<file path="src/dmvp_pkg.sv">
`timescale 1ns / 1ps
`default_nettype none

package dmvp_pkg;

   localparam int LEVEL_W   = 14;
   localparam int CFG_W     = 14;
   localparam int FRAC_W    = 9;
   localparam int QUO_BITS  = LEVEL_W;
   localparam int CSR_IDX_W = 2;
   localparam int CMD_W     = LEVEL_W + 1;

   localparam logic [LEVEL_W-1:0] LEVEL_MAX = '1;
   localparam logic [FRAC_W-1:0]  FRAC_ONE  = 9'd256;

   localparam logic [CSR_IDX_W-1:0] CSR_RISE_STEP      = 2'd0;
   localparam logic [CSR_IDX_W-1:0] CSR_MIN_LEVEL      = 2'd1;
   localparam logic [CSR_IDX_W-1:0] CSR_RAMP_STEP      = 2'd2;
   localparam logic [CSR_IDX_W-1:0] CSR_DECEL_FRACTION = 2'd3;

   localparam logic [CFG_W-1:0]  RISE_STEP_RST      = 14'd400;
   localparam logic [CFG_W-1:0]  MIN_LEVEL_RST      = 14'd2000;
   localparam logic [CFG_W-1:0]  RAMP_STEP_RST      = 14'd200;
   localparam logic [FRAC_W-1:0] DECEL_FRACTION_RST = 9'd179;

   typedef enum logic [1:0] {
      PHASE_IDLE,
      PHASE_RUN,
      PHASE_STOP
   } phase_type;

   typedef enum logic [1:0] {
      DIR_NONE,
      DIR_FWD,
      DIR_BWD
   } dir_type;

   typedef enum logic [1:0] {
      RES_START,
      RES_RUN,
      RES_SHORT
   } res_sel_type;

   typedef struct packed {
      logic        capture;
      logic        start;
      logic        decel;
      logic        sum;
      logic        rem;
      logic        mul;
      logic        div_init;
      logic        div_step;
      logic        commit;
      res_sel_type sel;
   } dp_cmd_type;

   typedef struct packed {
      logic      is_tick;
      phase_type phase;
      logic      accel;
      logic      skip_div;
   } dp_status_type;

   typedef struct packed {
      logic signed [CMD_W-1:0] drive_command;
      logic                    tare_request;
      logic                    move_done;
   } result_type;

endpackage

`default_nettype wire

</file>
<file path="src/dmvp_req_if.sv">
`timescale 1ns / 1ps
`default_nettype none

interface dmvp_req_if import dmvp_pkg::*; #(
   parameter int POSITION_BITS = 21
) ();

   logic                            valid;
   logic                            ready;
   logic                            action;
   logic signed [POSITION_BITS-1:0] target_degrees;
   logic        [LEVEL_W-1:0]       peak_level;
   logic signed [POSITION_BITS-1:0] left_position;
   logic signed [POSITION_BITS-1:0] right_position;

   modport source (
      output valid, action, target_degrees, peak_level, left_position, right_position,
      input  ready
   );

   modport sink (
      input  valid, action, target_degrees, peak_level, left_position, right_position,
      output ready
   );

endinterface

`default_nettype wire

</file>
<file path="src/dmvp_rsp_if.sv">
`timescale 1ns / 1ps
`default_nettype none

interface dmvp_rsp_if import dmvp_pkg::*; ();

   logic                    valid;
   logic                    ready;
   logic signed [CMD_W-1:0] drive_command;
   logic                    tare_request;
   logic                    move_done;

   modport source (
      output valid, drive_command, tare_request, move_done,
      input  ready
   );

   modport sink (
      input  valid, drive_command, tare_request, move_done,
      output ready
   );

endinterface

`default_nettype wire

</file>
<file path="src/distance_move_voltage_profile.sv">
`timescale 1ns / 1ps
`default_nettype none

// Trapezoidal drive-level profile for a distance move. A start transfer latches the
// target and peak level and is answered by a transfer with tare_request set; each tick
// transfer gives one signed drive level from the averaged encoder positions, and
// move_done marks the end of the move. One item is processed at a time: a start passes
// decode, start and decel states; a tick while idle or in the stop ramp is answered in
// decode; a running tick passes sum, remainder and multiply, and a decelerating tick
// may then run a restoring divider, one quotient bit per cycle. A registered output stage
// lets the next item be accepted while a result is still waiting to be taken.
module distance_move_voltage_profile import dmvp_pkg::*; #(
   parameter int POSITION_BITS = 21,
   parameter int END_TOLERANCE = 2
) (
   input  wire logic                 clock,
   input  wire logic                 reset,
   dmvp_req_if.sink                  req_ch,
   dmvp_rsp_if.source                rsp_ch,
   input  wire logic                 csr_we,
   input  wire logic [CSR_IDX_W-1:0] csr_index,
   input  wire logic [CFG_W-1:0]     csr_wdata
);

   dp_cmd_type    cmd;
   dp_status_type status;
   result_type    result;
   result_type    rsp_data_ff;
   logic          rsp_valid_ff;
   logic          out_free;
   logic          req_ready;

   assign out_free = !rsp_valid_ff || rsp_ch.ready;

   dmvp_ctrl u_ctrl (
      .clock     (clock),
      .reset     (reset),
      .req_valid (req_ch.valid),
      .out_free  (out_free),
      .status    (status),
      .req_ready (req_ready),
      .cmd       (cmd)
   );

   dmvp_datapath #(
      .POSITION_BITS (POSITION_BITS),
      .END_TOLERANCE (END_TOLERANCE)
   ) u_datapath (
      .clock          (clock),
      .reset          (reset),
      .csr_we         (csr_we),
      .csr_index      (csr_index),
      .csr_wdata      (csr_wdata),
      .action         (req_ch.action),
      .target_degrees (req_ch.target_degrees),
      .peak_level     (req_ch.peak_level),
      .left_position  (req_ch.left_position),
      .right_position (req_ch.right_position),
      .cmd            (cmd),
      .status         (status),
      .result         (result)
   );

   // output stage
   always_ff @(posedge clock) begin
      if (reset) begin
         rsp_valid_ff <= 1'b0;
      end else if (cmd.commit) begin
         rsp_valid_ff <= 1'b1;
      end else if (rsp_ch.ready) begin
         rsp_valid_ff <= 1'b0;
      end
   end

   always_ff @(posedge clock) begin
      if (cmd.commit) begin
         rsp_data_ff <= result;
      end
   end

   assign req_ch.ready         = req_ready;
   assign rsp_ch.valid         = rsp_valid_ff;
   assign rsp_ch.drive_command = rsp_data_ff.drive_command;
   assign rsp_ch.tare_request  = rsp_data_ff.tare_request;
   assign rsp_ch.move_done     = rsp_data_ff.move_done;

endmodule

`default_nettype wire

</file>
<file path="src/dmvp_datapath.sv">
`timescale 1ns / 1ps
`default_nettype none

module dmvp_datapath import dmvp_pkg::*; #(
   parameter int POSITION_BITS = 21,
   parameter int END_TOLERANCE = 2
) (
   input  wire logic                            clock,
   input  wire logic                            reset,
   input  wire logic                            csr_we,
   input  wire logic [CSR_IDX_W-1:0]            csr_index,
   input  wire logic [CFG_W-1:0]                csr_wdata,
   input  wire logic                            action,
   input  wire logic signed [POSITION_BITS-1:0] target_degrees,
   input  wire logic [LEVEL_W-1:0]              peak_level,
   input  wire logic signed [POSITION_BITS-1:0] left_position,
   input  wire logic signed [POSITION_BITS-1:0] right_position,
   input  wire dp_cmd_type                      cmd,
   output dp_status_type                        status,
   output result_type                           result
);

   localparam int P      = POSITION_BITS;
   localparam int MAG_W  = P - 1;
   localparam int SUM_W  = P + 1;
   localparam int SUMX_W = P + 2;
   localparam int NUM_W  = P + LEVEL_W;
   localparam int DSH_W  = NUM_W - 1;
   localparam int PROD_W = MAG_W + FRAC_W;
   localparam logic [MAG_W-1:0]  MAG_MAX = '1;
   localparam logic [SUMX_W-1:0] TOL2    = SUMX_W'(2 * END_TOLERANCE);

   // configuration
   logic [CFG_W-1:0]  rise_step_ff;
   logic [CFG_W-1:0]  min_level_ff;
   logic [CFG_W-1:0]  ramp_step_ff;
   logic [FRAC_W-1:0] decel_fraction_ff;

   // captured item
   logic                action_ff;
   logic signed [P-1:0] target_ff;
   logic [LEVEL_W-1:0]  peak_in_ff;
   logic signed [P-1:0] left_ff;
   logic signed [P-1:0] right_ff;

   // move state
   phase_type          phase_ff;
   phase_type          phase_in;
   logic [LEVEL_W-1:0] level_ff;
   logic [LEVEL_W-1:0] level_in;
   logic [MAG_W-1:0]   mag_ff;
   logic [MAG_W-1:0]   mag_in;
   logic [MAG_W-1:0]   decel_ff;
   logic [MAG_W-1:0]   decel_in;
   logic [LEVEL_W-1:0] peak_ff;
   dir_type            dir_ff;
   dir_type            dir_in;

   // tick work registers
   logic [SUM_W-1:0]   sum_ff;
   logic [SUM_W-1:0]   sum_in;
   logic [P-1:0]       rem_ff;
   logic [P-1:0]       rem_in;
   logic [P-1:0]       div_ff;
   logic [P-1:0]       div_in;
   logic               accel_path_ff;
   logic               accel_path_in;
   logic               end_ff;
   logic               end_in;
   logic [NUM_W-1:0]   num_ff;
   logic [NUM_W-1:0]   num_in;
   logic [NUM_W-1:0]   r_ff;
   logic [DSH_W-1:0]   dsh_ff;
   logic [QUO_BITS-1:0] q_ff;

   logic [P-1:0]        target_abs;
   logic [P-1:0]        left_abs;
   logic [P-1:0]        right_abs;
   logic [FRAC_W-1:0]   frac_use;
   logic [PROD_W-1:0]   decel_prod;
   logic [P-1:0]        two_mag;
   logic [P-1:0]        two_decel;
   logic                div_zero;
   logic                div_ovf;
   logic                div_fits;
   logic [LEVEL_W:0]    acc_sum;
   logic [LEVEL_W-1:0]  acc_lvl;
   logic [LEVEL_W-1:0]  dec_lvl;
   logic [LEVEL_W-1:0]  run_lvl;
   logic [LEVEL_W-1:0]  stop_lvl;
   logic [LEVEL_W-1:0]  ramp_eff;
   logic [LEVEL_W-1:0]  ramp_src;
   logic [LEVEL_W-1:0]  ramp_down;
   logic [LEVEL_W-1:0]  res_lvl;
   logic                res_tare;
   logic                res_done;
   logic signed [CMD_W-1:0] lvl_signed;

   // start decode
   assign target_abs = target_ff[P-1] ? $unsigned(-target_ff) : $unsigned(target_ff);
   assign mag_in     = target_abs[P-1] ? MAG_MAX : target_abs[MAG_W-1:0];
   assign dir_in     = target_ff[P-1] ? DIR_BWD : ((target_ff != '0) ? DIR_FWD : DIR_NONE);
   assign frac_use   = (decel_fraction_ff > FRAC_ONE) ? FRAC_ONE : decel_fraction_ff;
   assign decel_prod = PROD_W'(mag_ff) * PROD_W'(frac_use);
   assign decel_in   = decel_prod[MAG_W+7:8];

   // tick arithmetic
   assign left_abs  = left_ff[P-1] ? $unsigned(-left_ff) : $unsigned(left_ff);
   assign right_abs = right_ff[P-1] ? $unsigned(-right_ff) : $unsigned(right_ff);
   assign sum_in    = {1'b0, left_abs} + {1'b0, right_abs};
   assign two_mag   = {mag_ff, 1'b0};
   assign two_decel = {decel_ff, 1'b0};

   assign rem_in        = ({1'b0, two_mag} > sum_ff) ? (two_mag - sum_ff[P-1:0]) : '0;
   assign accel_path_in = sum_ff < {1'b0, two_decel};
   assign end_in        = (SUMX_W'(sum_ff) + TOL2) >= SUMX_W'(two_mag);
   assign div_in        = {mag_ff - decel_ff, 1'b0};
   assign num_in        = NUM_W'(peak_ff) * NUM_W'(rem_ff);

   assign div_zero = (div_ff == '0);
   assign div_ovf  = num_ff >= {div_ff, {LEVEL_W{1'b0}}};
   assign div_fits = r_ff >= {1'b0, dsh_ff};

   // level selection
   assign acc_sum   = {1'b0, level_ff} + {1'b0, rise_step_ff};
   assign acc_lvl   = (acc_sum > {1'b0, peak_ff}) ? peak_ff : acc_sum[LEVEL_W-1:0];
   assign dec_lvl   = (q_ff < min_level_ff) ? min_level_ff : q_ff;
   assign run_lvl   = accel_path_ff ? acc_lvl : dec_lvl;
   assign stop_lvl  = (run_lvl > min_level_ff) ? run_lvl : min_level_ff;
   assign ramp_eff  = (ramp_step_ff == '0) ? LEVEL_W'(1) : ramp_step_ff;
   assign ramp_src  = (cmd.sel == RES_RUN) ? stop_lvl : level_ff;
   assign ramp_down = (ramp_src > ramp_eff) ? (ramp_src - ramp_eff) : '0;

   always_comb begin
      phase_in = phase_ff;
      level_in = level_ff;
      res_lvl  = '0;
      res_tare = 1'b0;
      res_done = 1'b0;
      case (cmd.sel)
         RES_START: begin
            res_tare = 1'b1;
         end
         RES_RUN: begin
            if (end_ff) begin
               if (stop_lvl == '0) begin
                  level_in = '0;
                  phase_in = PHASE_IDLE;
                  res_done = 1'b1;
               end else begin
                  res_lvl  = stop_lvl;
                  level_in = ramp_down;
                  phase_in = PHASE_STOP;
               end
            end else begin
               res_lvl  = run_lvl;
               level_in = run_lvl;
            end
         end
         RES_SHORT: begin
            if (phase_ff == PHASE_STOP && level_ff != '0) begin
               res_lvl  = level_ff;
               level_in = ramp_down;
            end else begin
               phase_in = PHASE_IDLE;
               res_done = 1'b1;
            end
         end
         default: begin
            res_lvl = '0;
         end
      endcase
      if (cmd.start) begin
         phase_in = PHASE_RUN;
         level_in = '0;
      end
   end

   assign lvl_signed = $signed({1'b0, res_lvl});

   always_comb begin
      result.tare_request = res_tare;
      result.move_done    = res_done;
      case (dir_ff)
         DIR_FWD: result.drive_command = lvl_signed;
         DIR_BWD: result.drive_command = -lvl_signed;
         default: result.drive_command = '0;
      endcase
   end

   assign status.is_tick  = action_ff;
   assign status.phase    = phase_ff;
   assign status.accel    = accel_path_ff;
   assign status.skip_div = div_zero | div_ovf;

   always_ff @(posedge clock) begin
      if (reset) begin
         rise_step_ff      <= RISE_STEP_RST;
         min_level_ff      <= MIN_LEVEL_RST;
         ramp_step_ff      <= RAMP_STEP_RST;
         decel_fraction_ff <= DECEL_FRACTION_RST;
      end else if (csr_we) begin
         case (csr_index)
            CSR_RISE_STEP:      rise_step_ff      <= csr_wdata;
            CSR_MIN_LEVEL:      min_level_ff      <= csr_wdata;
            CSR_RAMP_STEP:      ramp_step_ff      <= csr_wdata;
            CSR_DECEL_FRACTION: decel_fraction_ff <= csr_wdata[FRAC_W-1:0];
            default:            rise_step_ff      <= rise_step_ff;
         endcase
      end
   end

   always_ff @(posedge clock) begin
      if (reset) begin
         phase_ff <= PHASE_IDLE;
         level_ff <= '0;
         mag_ff   <= '0;
         decel_ff <= '0;
         peak_ff  <= '0;
         dir_ff   <= DIR_NONE;
      end else begin
         if (cmd.start || cmd.commit) begin
            phase_ff <= phase_in;
            level_ff <= level_in;
         end
         if (cmd.start) begin
            mag_ff  <= mag_in;
            dir_ff  <= dir_in;
            peak_ff <= peak_in_ff;
         end
         if (cmd.decel) begin
            decel_ff <= decel_in;
         end
      end
   end

   always_ff @(posedge clock) begin
      if (cmd.capture) begin
         action_ff  <= action;
         target_ff  <= target_degrees;
         peak_in_ff <= peak_level;
         left_ff    <= left_position;
         right_ff   <= right_position;
      end
      if (cmd.sum) begin
         sum_ff <= sum_in;
      end
      if (cmd.rem) begin
         rem_ff        <= rem_in;
         div_ff        <= div_in;
         accel_path_ff <= accel_path_in;
         end_ff        <= end_in;
      end
      if (cmd.mul) begin
         num_ff <= num_in;
      end
      if (cmd.div_init) begin
         r_ff   <= num_ff;
         dsh_ff <= {div_ff, {(QUO_BITS-1){1'b0}}};
         q_ff   <= (!div_zero && div_ovf) ? LEVEL_MAX : '0;
      end else if (cmd.div_step) begin
         if (div_fits) begin
            r_ff <= r_ff - {1'b0, dsh_ff};
         end
         dsh_ff <= dsh_ff >> 1;
         q_ff   <= {q_ff[QUO_BITS-2:0], div_fits};
      end
   end

   // remainder stays below twice the current shifted divisor
   a_div_bound: assert property (@(posedge clock) disable iff (reset)
      cmd.div_step |-> r_ff < {dsh_ff, 1'b0})
      else $error("divider remainder out of range");

   a_start_state: assert property (@(posedge clock) disable iff (reset)
      cmd.start |=> (phase_ff == PHASE_RUN && level_ff == '0))
      else $error("start did not arm the move");

   a_result_flags: assert property (@(posedge clock) disable iff (reset)
      cmd.commit |-> !(result.tare_request && result.move_done))
      else $error("tare and done together");

endmodule

`default_nettype wire

</file>
<file path="src/dmvp_ctrl.sv">
`timescale 1ns / 1ps
`default_nettype none

module dmvp_ctrl import dmvp_pkg::*; (
   input  wire logic          clock,
   input  wire logic          reset,
   input  wire logic          req_valid,
   input  wire logic          out_free,
   input  wire dp_status_type status,
   output logic               req_ready,
   output dp_cmd_type         cmd
);

   localparam int CNT_W = $clog2(QUO_BITS);

   typedef enum logic [3:0] {
      S_IDLE,
      S_DECODE,
      S_START,
      S_DECEL,
      S_SUM,
      S_REM,
      S_MUL,
      S_OVF,
      S_DIV,
      S_FIN
   } state_type;

   state_type        state_ff;
   logic [CNT_W-1:0] cnt_ff;

   always_comb begin
      cmd       = '0;
      cmd.sel   = RES_SHORT;
      req_ready = 1'b0;
      case (state_ff)
         S_IDLE: begin
            req_ready   = 1'b1;
            cmd.capture = req_valid;
         end
         S_DECODE: begin
            if (status.is_tick && status.phase != PHASE_RUN) begin
               cmd.sel    = RES_SHORT;
               cmd.commit = out_free;
            end
         end
         S_START: cmd.start = 1'b1;
         S_DECEL: begin
            cmd.decel  = 1'b1;
            cmd.sel    = RES_START;
            cmd.commit = out_free;
         end
         S_SUM:   cmd.sum      = 1'b1;
         S_REM:   cmd.rem      = 1'b1;
         S_MUL:   cmd.mul      = 1'b1;
         S_OVF:   cmd.div_init = 1'b1;
         S_DIV:   cmd.div_step = 1'b1;
         S_FIN: begin
            cmd.sel    = RES_RUN;
            cmd.commit = out_free;
         end
         default: cmd = '0;
      endcase
   end

   always_ff @(posedge clock) begin
      if (reset) begin
         state_ff <= S_IDLE;
         cnt_ff   <= '0;
      end else begin
         case (state_ff)
            S_IDLE: begin
               if (req_valid) state_ff <= S_DECODE;
            end
            S_DECODE: begin
               if (!status.is_tick) begin
                  state_ff <= S_START;
               end else if (status.phase == PHASE_RUN) begin
                  state_ff <= S_SUM;
               end else if (out_free) begin
                  state_ff <= S_IDLE;
               end
            end
            S_START: state_ff <= S_DECEL;
            S_DECEL: begin
               if (out_free) state_ff <= S_IDLE;
            end
            S_SUM: state_ff <= S_REM;
            S_REM: state_ff <= S_MUL;
            S_MUL: state_ff <= status.accel ? S_FIN : S_OVF;
            S_OVF: begin
               if (status.skip_div) begin
                  state_ff <= S_FIN;
               end else begin
                  state_ff <= S_DIV;
                  cnt_ff   <= CNT_W'(QUO_BITS - 1);
               end
            end
            S_DIV: begin
               if (cnt_ff == '0) begin
                  state_ff <= S_FIN;
               end else begin
                  cnt_ff <= cnt_ff - 1'b1;
               end
            end
            S_FIN: begin
               if (out_free) state_ff <= S_IDLE;
            end
            default: state_ff <= S_IDLE;
         endcase
      end
   end

   a_commit_free: assert property (@(posedge clock) disable iff (reset)
      cmd.commit |-> out_free)
      else $error("result committed into a full output stage");

   a_accept_decode: assert property (@(posedge clock) disable iff (reset)
      (state_ff == S_IDLE && req_valid) |=> state_ff == S_DECODE)
      else $error("accepted item not decoded");

   a_div_entry: assert property (@(posedge clock) disable iff (reset)
      (state_ff == S_OVF && !status.skip_div) |=>
         (state_ff == S_DIV && cnt_ff == CNT_W'(QUO_BITS - 1)))
      else $error("divider entered with wrong count");

endmodule

`default_nettype wire
</file>
<file path="src/flat_wrapper.sv">
// flat-port wrapper written by rule: the top's interface ports become plain ports
module distance_move_voltage_profile_flat import dmvp_pkg::*;
#(
   parameter int POSITION_BITS = 21,
   parameter int END_TOLERANCE = 2
)
  (clock, reset, csr_we, csr_index, csr_wdata, req_ch_valid, req_ch_action, req_ch_target_degrees, req_ch_peak_level, req_ch_left_position, req_ch_right_position, req_ch_ready, rsp_ch_valid, rsp_ch_drive_command, rsp_ch_tare_request, rsp_ch_move_done, rsp_ch_ready);
  dmvp_req_if #(.POSITION_BITS(POSITION_BITS)) req_ch_i ();
  dmvp_rsp_if rsp_ch_i ();
  input  wire logic clock;
  input  wire logic reset;
  input  wire logic csr_we;
  input  wire logic [CSR_IDX_W-1:0] csr_index;
  input  wire logic [CFG_W-1:0] csr_wdata;
  input wire logic [$bits(req_ch_i.valid)-1:0] req_ch_valid;
  input wire logic [$bits(req_ch_i.action)-1:0] req_ch_action;
  input wire logic [$bits(req_ch_i.target_degrees)-1:0] req_ch_target_degrees;
  input wire logic [$bits(req_ch_i.peak_level)-1:0] req_ch_peak_level;
  input wire logic [$bits(req_ch_i.left_position)-1:0] req_ch_left_position;
  input wire logic [$bits(req_ch_i.right_position)-1:0] req_ch_right_position;
  output wire logic [$bits(req_ch_i.ready)-1:0] req_ch_ready;
  output wire logic [$bits(rsp_ch_i.valid)-1:0] rsp_ch_valid;
  output wire logic [$bits(rsp_ch_i.drive_command)-1:0] rsp_ch_drive_command;
  output wire logic [$bits(rsp_ch_i.tare_request)-1:0] rsp_ch_tare_request;
  output wire logic [$bits(rsp_ch_i.move_done)-1:0] rsp_ch_move_done;
  input wire logic [$bits(rsp_ch_i.ready)-1:0] rsp_ch_ready;
  assign req_ch_i.valid = req_ch_valid;
  assign req_ch_i.action = req_ch_action;
  assign req_ch_i.target_degrees = req_ch_target_degrees;
  assign req_ch_i.peak_level = req_ch_peak_level;
  assign req_ch_i.left_position = req_ch_left_position;
  assign req_ch_i.right_position = req_ch_right_position;
  assign req_ch_ready = req_ch_i.ready;
  assign rsp_ch_valid = rsp_ch_i.valid;
  assign rsp_ch_drive_command = rsp_ch_i.drive_command;
  assign rsp_ch_tare_request = rsp_ch_i.tare_request;
  assign rsp_ch_move_done = rsp_ch_i.move_done;
  assign rsp_ch_i.ready = rsp_ch_ready;
  distance_move_voltage_profile #(.POSITION_BITS(POSITION_BITS), .END_TOLERANCE(END_TOLERANCE)) u_core (.clock(clock), .reset(reset), .req_ch(req_ch_i), .rsp_ch(rsp_ch_i), .csr_we(csr_we), .csr_index(csr_index), .csr_wdata(csr_wdata));
endmodule
</file>
<file path="config.mk">
export PLATFORM = sky130hd
export DESIGN_NAME = distance_move_voltage_profile_flat
export DESIGN_NICKNAME = d
export VERILOG_FILES = /design/src/dmvp_pkg.sv /design/src/dmvp_req_if.sv /design/src/dmvp_rsp_if.sv /design/src/distance_move_voltage_profile.sv /design/src/dmvp_datapath.sv /design/src/dmvp_ctrl.sv /design/src/flat_wrapper.sv
export SDC_FILE = /design/constraint.sdc
export NUM_CORES = 2
export LEC_CHECK = 0
export BUFFER_PORTS_ARGS = -buffer_cell sky130_fd_sc_hd__clkbuf_2
export CORE_MARGIN = 2
export CORE_UTILIZATION = 50
export DETAILED_ROUTE_END_ITERATION = 8
export PLACE_DENSITY = 0.74
export REMOVE_ABC_BUFFERS = 1
export SYNTH_ARGS = -nofsm -noshare
export SYNTH_HDL_FRONTEND = slang
export SYNTH_SLANG_ARGS = --single-unit
</file>
<file path="constraint.sdc">
create_clock -name clock -period 10.7 [get_ports clock]
set_input_delay 1.07 -clock clock [delete_from_list [all_inputs] [get_ports clock]]
set_output_delay 1.07 -clock clock [all_outputs]
set_load 0.01 [all_outputs]
</file>
After elaboration in Yosys (flattened, before gate mapping):

Cells that the tools add are included.

* bits of input ports: 99
* register bits after elaboration: 410

* mux-type cells: 66
* $lt $le $gt $ge: 10
* equality and inequality tests: 26
* reductions and logical operators: 32
* add/sub/neg operators: 12
* bitwise gates (word level): 1
* $mul: 2

Operators by type and width (count)
* $mux W14: 17
* $mux W35: 3
* $mux W34: 2
* $mux W21: 3
* $neg A21 Y21: 3
* $pmux W14 S2: 2
* $pmux W4 S9: 1
* $ge A35 B34 Y1: 1
* $ge A35 B35 Y1: 1
* $mul A14 B21 Y35: 1
* $sub A35 B34 Y35: 1
* $mux W4: 8
* $pmux W15 S2: 1
* $gt A14 B14 Y1: 2
* $logic_not A14 Y1: 2
* $mul A20 B9 Y28: 1
* $add A22 B3 Y23 const B: 1
* $ge A23 B21 Y1: 1
* $add A21 B21 Y22: 1
* $gt A21 B22 Y1: 1
* $lt A22 B21 Y1: 1
* $logic_not A21 Y1: 1
* $reduce_bool A21 Y1: 1
* $sub A21 B21 Y21: 1
* 40 further kinds: 92

Depth between registers and ports, before layout:

* word-level depth: 13
* depth in mapped cells: 43
* gate-level depth less buffers: 39

Cells and area by module:

A second synthesis with hierarchy kept.

* cells, all modules: 4415
* area, all modules: 40338.7 µm²

By module, submodules not included
* dmvp_datapath: instances 1, cells an instance 4316, area each 39201.3 µm², seq. area each 10169.8 µm²
* dmvp_ctrl: instances 1, cells an instance 78, area each 580.6 µm², seq. area each 160.2 µm²
* distance_move_voltage_profile: instances 1, cells an instance 21, area each 556.8 µm², seq. area each 530.5 µm²

Worst setup path before layout:

No wires, ideal clock.

* path type: flip-flop to flip-flop
* start point: register u_core.u_datapath.level_ff[0]
* end point: register u_core.u_datapath.level_ff[0]
* setup time: 0.132 ns
* data required time: 10.568 ns
* stages on the path, launching flop included: 42
* slack: 2.680 ns
* clock period less this slack: 8.020 ns
* buffers on the path: 3
* data arrival time: 7.888 ns
* path through: dfxtp_1 ha_1 fa_1 a211oi_2 o211ai_1 a41o_1 a31o_1 xor2_1 ha_1 a21o_1 a21oi_1 o211ai_1 o21a_1 buf_2 nor2_1 mux2_2 nor2_1 a31oi_1 [6 not listed] a31oi_1 ha_1 inv_1 fa_1 a21oi_1 nor2_1 nor2_1 o21ai_0 a21oi_1 o21ai_0 a21o_1 a21oi_1 or3_1 clkbuf_1 clkbuf_1 o32ai_1 nand2_1 a21oi_1

* cells in the longest elaborated chain, start to end: 13

RTL lines
* start, declared: line dmvp_datapath.sv:49 `logic [LEVEL_W-1:0] level_ff;`
* start signal, assigned: line dmvp_datapath.sv:224 `level_ff <= level_in;`
* $add A14 B14 Y15: line dmvp_datapath.sv:125 `assign acc_sum = {1'b0, level_ff} + {1'b0, rise_step_ff};`
* $gt A15 B14 Y1: line dmvp_datapath.sv:126 `assign acc_lvl = (acc_sum > {1'b0, peak_ff}) ? peak_ff : acc_sum[LEVEL_W-1:0];`
* $mux W14: line dmvp_datapath.sv:126
* $mux W14: line dmvp_datapath.sv:128 `assign run_lvl = accel_path_ff ? acc_lvl : dec_lvl;`
* $gt A14 B14 Y1: line dmvp_datapath.sv:129 `assign stop_lvl = (run_lvl > min_level_ff) ? run_lvl : min_level_ff;`
* $mux W14: line dmvp_datapath.sv:129
* $mux W14: line dmvp_datapath.sv:131 `assign ramp_src = (cmd.sel == RES_RUN) ? stop_lvl : level_ff;`
* $sub A14 B14 Y14 or $gt A14 B14 Y1 (tied branches): line dmvp_datapath.sv:132 `assign ramp_down = (ramp_src > ramp_eff) ? (ramp_src - ramp_eff) : '0;`
* $mux W14: line dmvp_datapath.sv:132
* $mux W14: line dmvp_datapath.sv:146 `if (stop_lvl == '0) begin`
* $mux W14: line dmvp_datapath.sv:145 `if (end_ff) begin`
* $pmux W14 S2: line dmvp_datapath.sv:140 `case (cmd.sel)`
* $mux W14: line dmvp_datapath.sv:173 `if (cmd.start) begin`

Parallel ways exist; a longest one is shown, timed or not. The select of a mux whose other input is x is not followed.
A chain may end at the register's enable or synchronous reset.

Final worst setup path:

* start point: register u_core.u_datapath.level_ff[0]
* end point: register u_core.u_datapath.level_ff[13]

The elaborated chain is that of the path after synthesis.

==> impl_summary.log <==
INFO  metric synth_register_bits = just over 400
INFO  metric max_slew_margin = 0.234
INFO  metric cap_violations = 0
INFO  metric cell_rows = about 100
INFO  metric regToRegEndpoint = u_core.u_datapath.level_ff[13]
INFO  metric postRouteWirelength = 114,000 um
INFO  metric ctsHtreeMaxLevel = 2
INFO  metric design.final.nets = roughly 5,400
INFO  metric cts.sink_count = roughly 400
INFO  metric cell_area_after_placement = approximately 42,000 um2
INFO  metric setup_viol = 0
INFO  metric hold-path-cell-count = 2
INFO  metric drtIter0Drc = roughly 2,800
INFO  metric power.density_cell_area = between 100 and 150 nW/um2
INFO  metric worstPathMaxFanout = 14
INFO  metric post_synth_main_area_contributors = sky130_fd_sc_hd__edfxtp_1 20%, sky130_fd_sc_hd__fa_1 18%, sky130_fd_sc_hd__ha_1 12%, sky130_fd_sc_hd__dfxtp_1 7.2%, sky130_fd_sc_hd__nand2_1 6.8%
INFO  metric n_antenna_cell = 0
INFO  metric tritoncts.num_buffers = 46
INFO  metric post_cts.repair.setup_buffers = 0
INFO  metric synth.most_common_cell = sky130_fd_sc_hd__nand2_1
INFO  metric die_area = 83,200 um2
INFO  metric count_of_flip_flops_with_a_built_in_enable_after_synthesis = ~270
INFO  metric die_w = 288 um
INFO  metric initial_core_util = 0.504
INFO  metric dieHeight = ~290 um
INFO  metric drive_above_1_share = 0.0671
INFO  metric yosys_warnings = 0
INFO  metric clk_pin_slew_worst_setup_hold_paths = 70 ps
INFO  metric number_of_endpoints_with_negative_hold_slack_in_the_final_report = 0
INFO  metric design.portCount = ~120
INFO  metric post-route-period-util = 0.924
INFO  metric rr_worst_depth = 33
INFO  metric p_leak = 19.3 nW
INFO  metric synthDominantCellAreaShare = 0.197
INFO  metric cp_common_cell = sky130_fd_sc_hd__ha_1
INFO  metric worst_setup_path_type = reg2reg
INFO  metric grt_first_pass_wirelength = between 150,000 and 200,000 um
INFO  metric max_slew.worst_pin.slew = roughly 1100 ps
INFO  metric min_period = slightly below 10,000 ps
INFO  metric drtPass1Iterations = 5
INFO  metric outcome = completed
INFO  metric overflow_after_grt = 0
INFO  metric ctsHoldBuffers = 0
INFO  metric timing.clock.skew = between 40 and 50 ps
INFO  metric post_cts_resize_count = 0
INFO  metric vias_in_the_first_global_route = ~32,000
INFO  metric clock_tree.root_cell = sky130_fd_sc_hd__clkbuf_16
INFO  metric cts_tree = built
INFO  metric synth.distinct_cells = between 90 and 100
INFO  metric arrival = around 10,000 ps
INFO  metric drc_errors = 0
INFO  metric post_drt_via_cell_ratio = around 5.8
INFO  metric postSynth.topFlopCell = sky130_fd_sc_hd__edfxtp_1
INFO  metric flow.area_growth_from_synthesis = 7.78%
INFO  metric synthTopCellsByCount = 731 x sky130_fd_sc_hd__nand2_1, 641 x sky130_fd_sc_hd__inv_1, 376 x sky130_fd_sc_hd__ha_1
INFO  metric worst_ep_required_time = between 10,000 and 15,000 ps
INFO  metric detail-route-antenna-nets = 0
INFO  metric hold-path-endpoint = u_core.u_datapath.decel_ff[11]
INFO  metric place_congestion = around 0.97
INFO  metric synth_top_area_cell = sky130_fd_sc_hd__edfxtp_1
INFO  metric grtUsageTotal = 0.276
INFO  metric synthesis.area = a little over 40,000 um2
INFO  metric ff2ff_setup_slack = roughly 820 ps
INFO  metric setup-tns-final = 0 ps
INFO  metric regToRegStartpoint = u_core.u_datapath.level_ff[0]
INFO  metric coreArea = 80,300 um2
INFO  metric wire_per_inst = ~20 um
INFO  metric pin_count_of_the_biggest_net_entering_global_routing = between 80 and 90
INFO  metric critical_path.slowest_cell = sky130_fd_sc_hd__a211oi_2
INFO  metric min-delay-path-class = reg2reg
INFO  metric number_of_antenna_violations_at_the_first_check_in_global_routing = 2
INFO  metric clock_tree.buffer_depth = 3
INFO  metric dr_total_vias = approximately 33,000
INFO  metric final_std_cell_area_no_fill = about 44,000 um2
INFO  metric sequential_element_share_of_the_synthesized_area = 0.269
INFO  metric worst_skew_pair.late_latency = roughly 620 ps
INFO  metric async_s_r_ff_share_synth = 0
INFO  metric cp_slowest_stage_delay = 690 ps
INFO  metric detailed_place_hpwl = between 80,000 and 90,000 um
INFO  metric maxClockFrequency = between 0.1 and 0.15 GHz
INFO  metric vdd_drop_max = about 0.00014 V
INFO  metric worst_setup_path_end_kind = flop
INFO  metric post_synth.cell_area_avg = about 8.9 um2
INFO  metric rsz0062_at_grt = no
INFO  metric hold_start = u_core.u_datapath.decel_ff[11]
INFO  metric drv_slew = 0
INFO  metric portbufs = approximately 120
INFO  metric startpoint_type = flop
INFO  metric postSynthCellCount = roughly 4,600
-- power breakdown --
part / internal [mW] / total, mW / leakage, nW / switching, mW
Sequential: 1.77 / 1.83 / 3.60 / 0.0686
Combinational: 0.497 / 1.23 / 14.9 / 0.731
Clock: 0.917 / 1.62 / 0.748 / 0.701
-- worst max-delay path: cells and delay by family (launching register included) --
family          cells  cell delay (ps)
simple gates        5             1680
fa+ha+maj           5             1570
xor+xnor            1              260
mux                 1              360
flops               1              370
compound gates     21             5530
-- how the worst max path moves through the flow --
| stage | startpoint | to |
|---|---|---|
| 5_1_grt | u_core.u_datapath.level_ff[0] | u_core.u_datapath.level_ff[6] |
| 2_1_floorplan | u_core.u_datapath.level_ff[0] | u_core.u_datapath.level_ff[13] |
| 4_1_cts | u_core.u_datapath.level_ff[0] | u_core.u_datapath.level_ff[13] |
| 6_report | u_core.u_datapath.level_ff[0] | u_core.u_datapath.level_ff[13] |
| 3_5_place_dp | u_core.u_datapath.level_ff[0] | u_core.u_datapath.level_ff[13] |
| 3_3_place_gp | u_core.u_datapath.level_ff[0] | u_core.u_datapath.level_ff[13] |
-- registers in the layout, indices dropped and copies added (netlist names), 20 cells and up --
| register | count |
|---|---|
| u_core.u_datapath.num_ff | 35 |
| u_core.u_datapath.div_ff | 20 |
| u_core.u_datapath.dsh_ff | 34 |
| u_core.u_datapath.sum_ff | 22 |
| u_core.u_datapath.target_ff | 21 |
| u_core.u_datapath.right_ff | 21 |
| u_core.u_datapath.decel_ff | 20 |
| u_core.u_datapath.r_ff | 35 |
| u_core.u_datapath.mag_ff | 20 |
| u_core.u_datapath.left_ff | 21 |
| u_core.u_datapath.rem_ff | 21 |
-- logic make-up (layout without fill, tap and decap cells) --
kind of cell             count (synthesis)  after routing  synth area share
AND/OR/NAND/NOR                       1515           1515             0.176
AO/OA/AOI/OAI                          843            843             0.136
buffers and inverters                  831            896            0.0776
adder cells (fa/ha/maj)                732            732             0.293
flip-flops                             410            410             0.269
XOR/XNOR                               201            201            0.0435
multiplexers                            20             20           0.00523
-- routing by layer --
| metal | track usage | up-vias | share of wire |
|---|---|---|---|
| li1 | - | 15346 | - |
| met1 | 0.383 | 16033 | 0.43 |
| met2 | 0.442 | 1163 | 0.46 |
| met3 | 0.0348 | 257 | 0.071 |
| met4 | 0.107 | 2 | 0.041 |
| met5 | 0 | - | 0.00017 |
-- cells in the final DEF (no fill, tap or decap), types with 22 or more instances in the layout --
| master | count |
|---|---|
| sky130_fd_sc_hd__nand2_1 | 730 |
| sky130_fd_sc_hd__and3_1 | 30 |
| sky130_fd_sc_hd__nor2b_1 | 40 |
| sky130_fd_sc_hd__o21ai_0 | 147 |
| sky130_fd_sc_hd__a21o_1 | 84 |
| sky130_fd_sc_hd__o31ai_1 | 30 |
| sky130_fd_sc_hd__nor4_1 | 28 |
| sky130_fd_sc_hd__nand2b_1 | 32 |
| sky130_fd_sc_hd__edfxtp_1 | 265 |
| sky130_fd_sc_hd__nor2_1 | 185 |
| sky130_fd_sc_hd__a31oi_1 | 32 |
| sky130_fd_sc_hd__ha_1 | 376 |
| sky130_fd_sc_hd__o21a_1 | 40 |
| sky130_fd_sc_hd__nor3_1 | 80 |
| sky130_fd_sc_hd__dfxtp_1 | 145 |
| sky130_fd_sc_hd__a211oi_1 | 28 |
| sky130_fd_sc_hd__nand4_1 | 26 |
| sky130_fd_sc_hd__buf_4 | 55 |
| sky130_fd_sc_hd__xor2_1 | 58 |
| sky130_fd_sc_hd__xnor2_1 | 143 |
| sky130_fd_sc_hd__or3_1 | 33 |
| sky130_fd_sc_hd__clkbuf_16 | 47 |
| sky130_fd_sc_hd__clkbuf_2 | 116 |
| sky130_fd_sc_hd__inv_1 | 641 |
| sky130_fd_sc_hd__nand3_1 | 87 |
| sky130_fd_sc_hd__fa_1 | 356 |
| sky130_fd_sc_hd__o22ai_1 | 25 |
| sky130_fd_sc_hd__a221oi_1 | 22 |
| sky130_fd_sc_hd__and2_1 | 156 |
| sky130_fd_sc_hd__a21oi_1 | 254 |
-- metrics by stage --
step                setup slack (ps)  total power, mW  hold slack (ps)  std cells   util
floorplan                       2700             2.74              426       4362      -
global placement                1020             3.06              438       5593  0.524
detailed placement              1050             3.09              446       5593  0.524
CTS                              987             4.71              453       5677  0.543
global route                    80.0             4.94              469       5677  0.543
finish                           818             4.68              450       5677  0.543
-- cell type report --
class	count	area (um2)
clock inverters	30	308
repair buffers	171	993
flip-flops and latches	410	10900
fillers	7278	36700
inverters	641	2410
well taps	1060	1330
clock buffers	54	1210
multi-input cells	3311	26500
(Power assumes the default switching activity.)
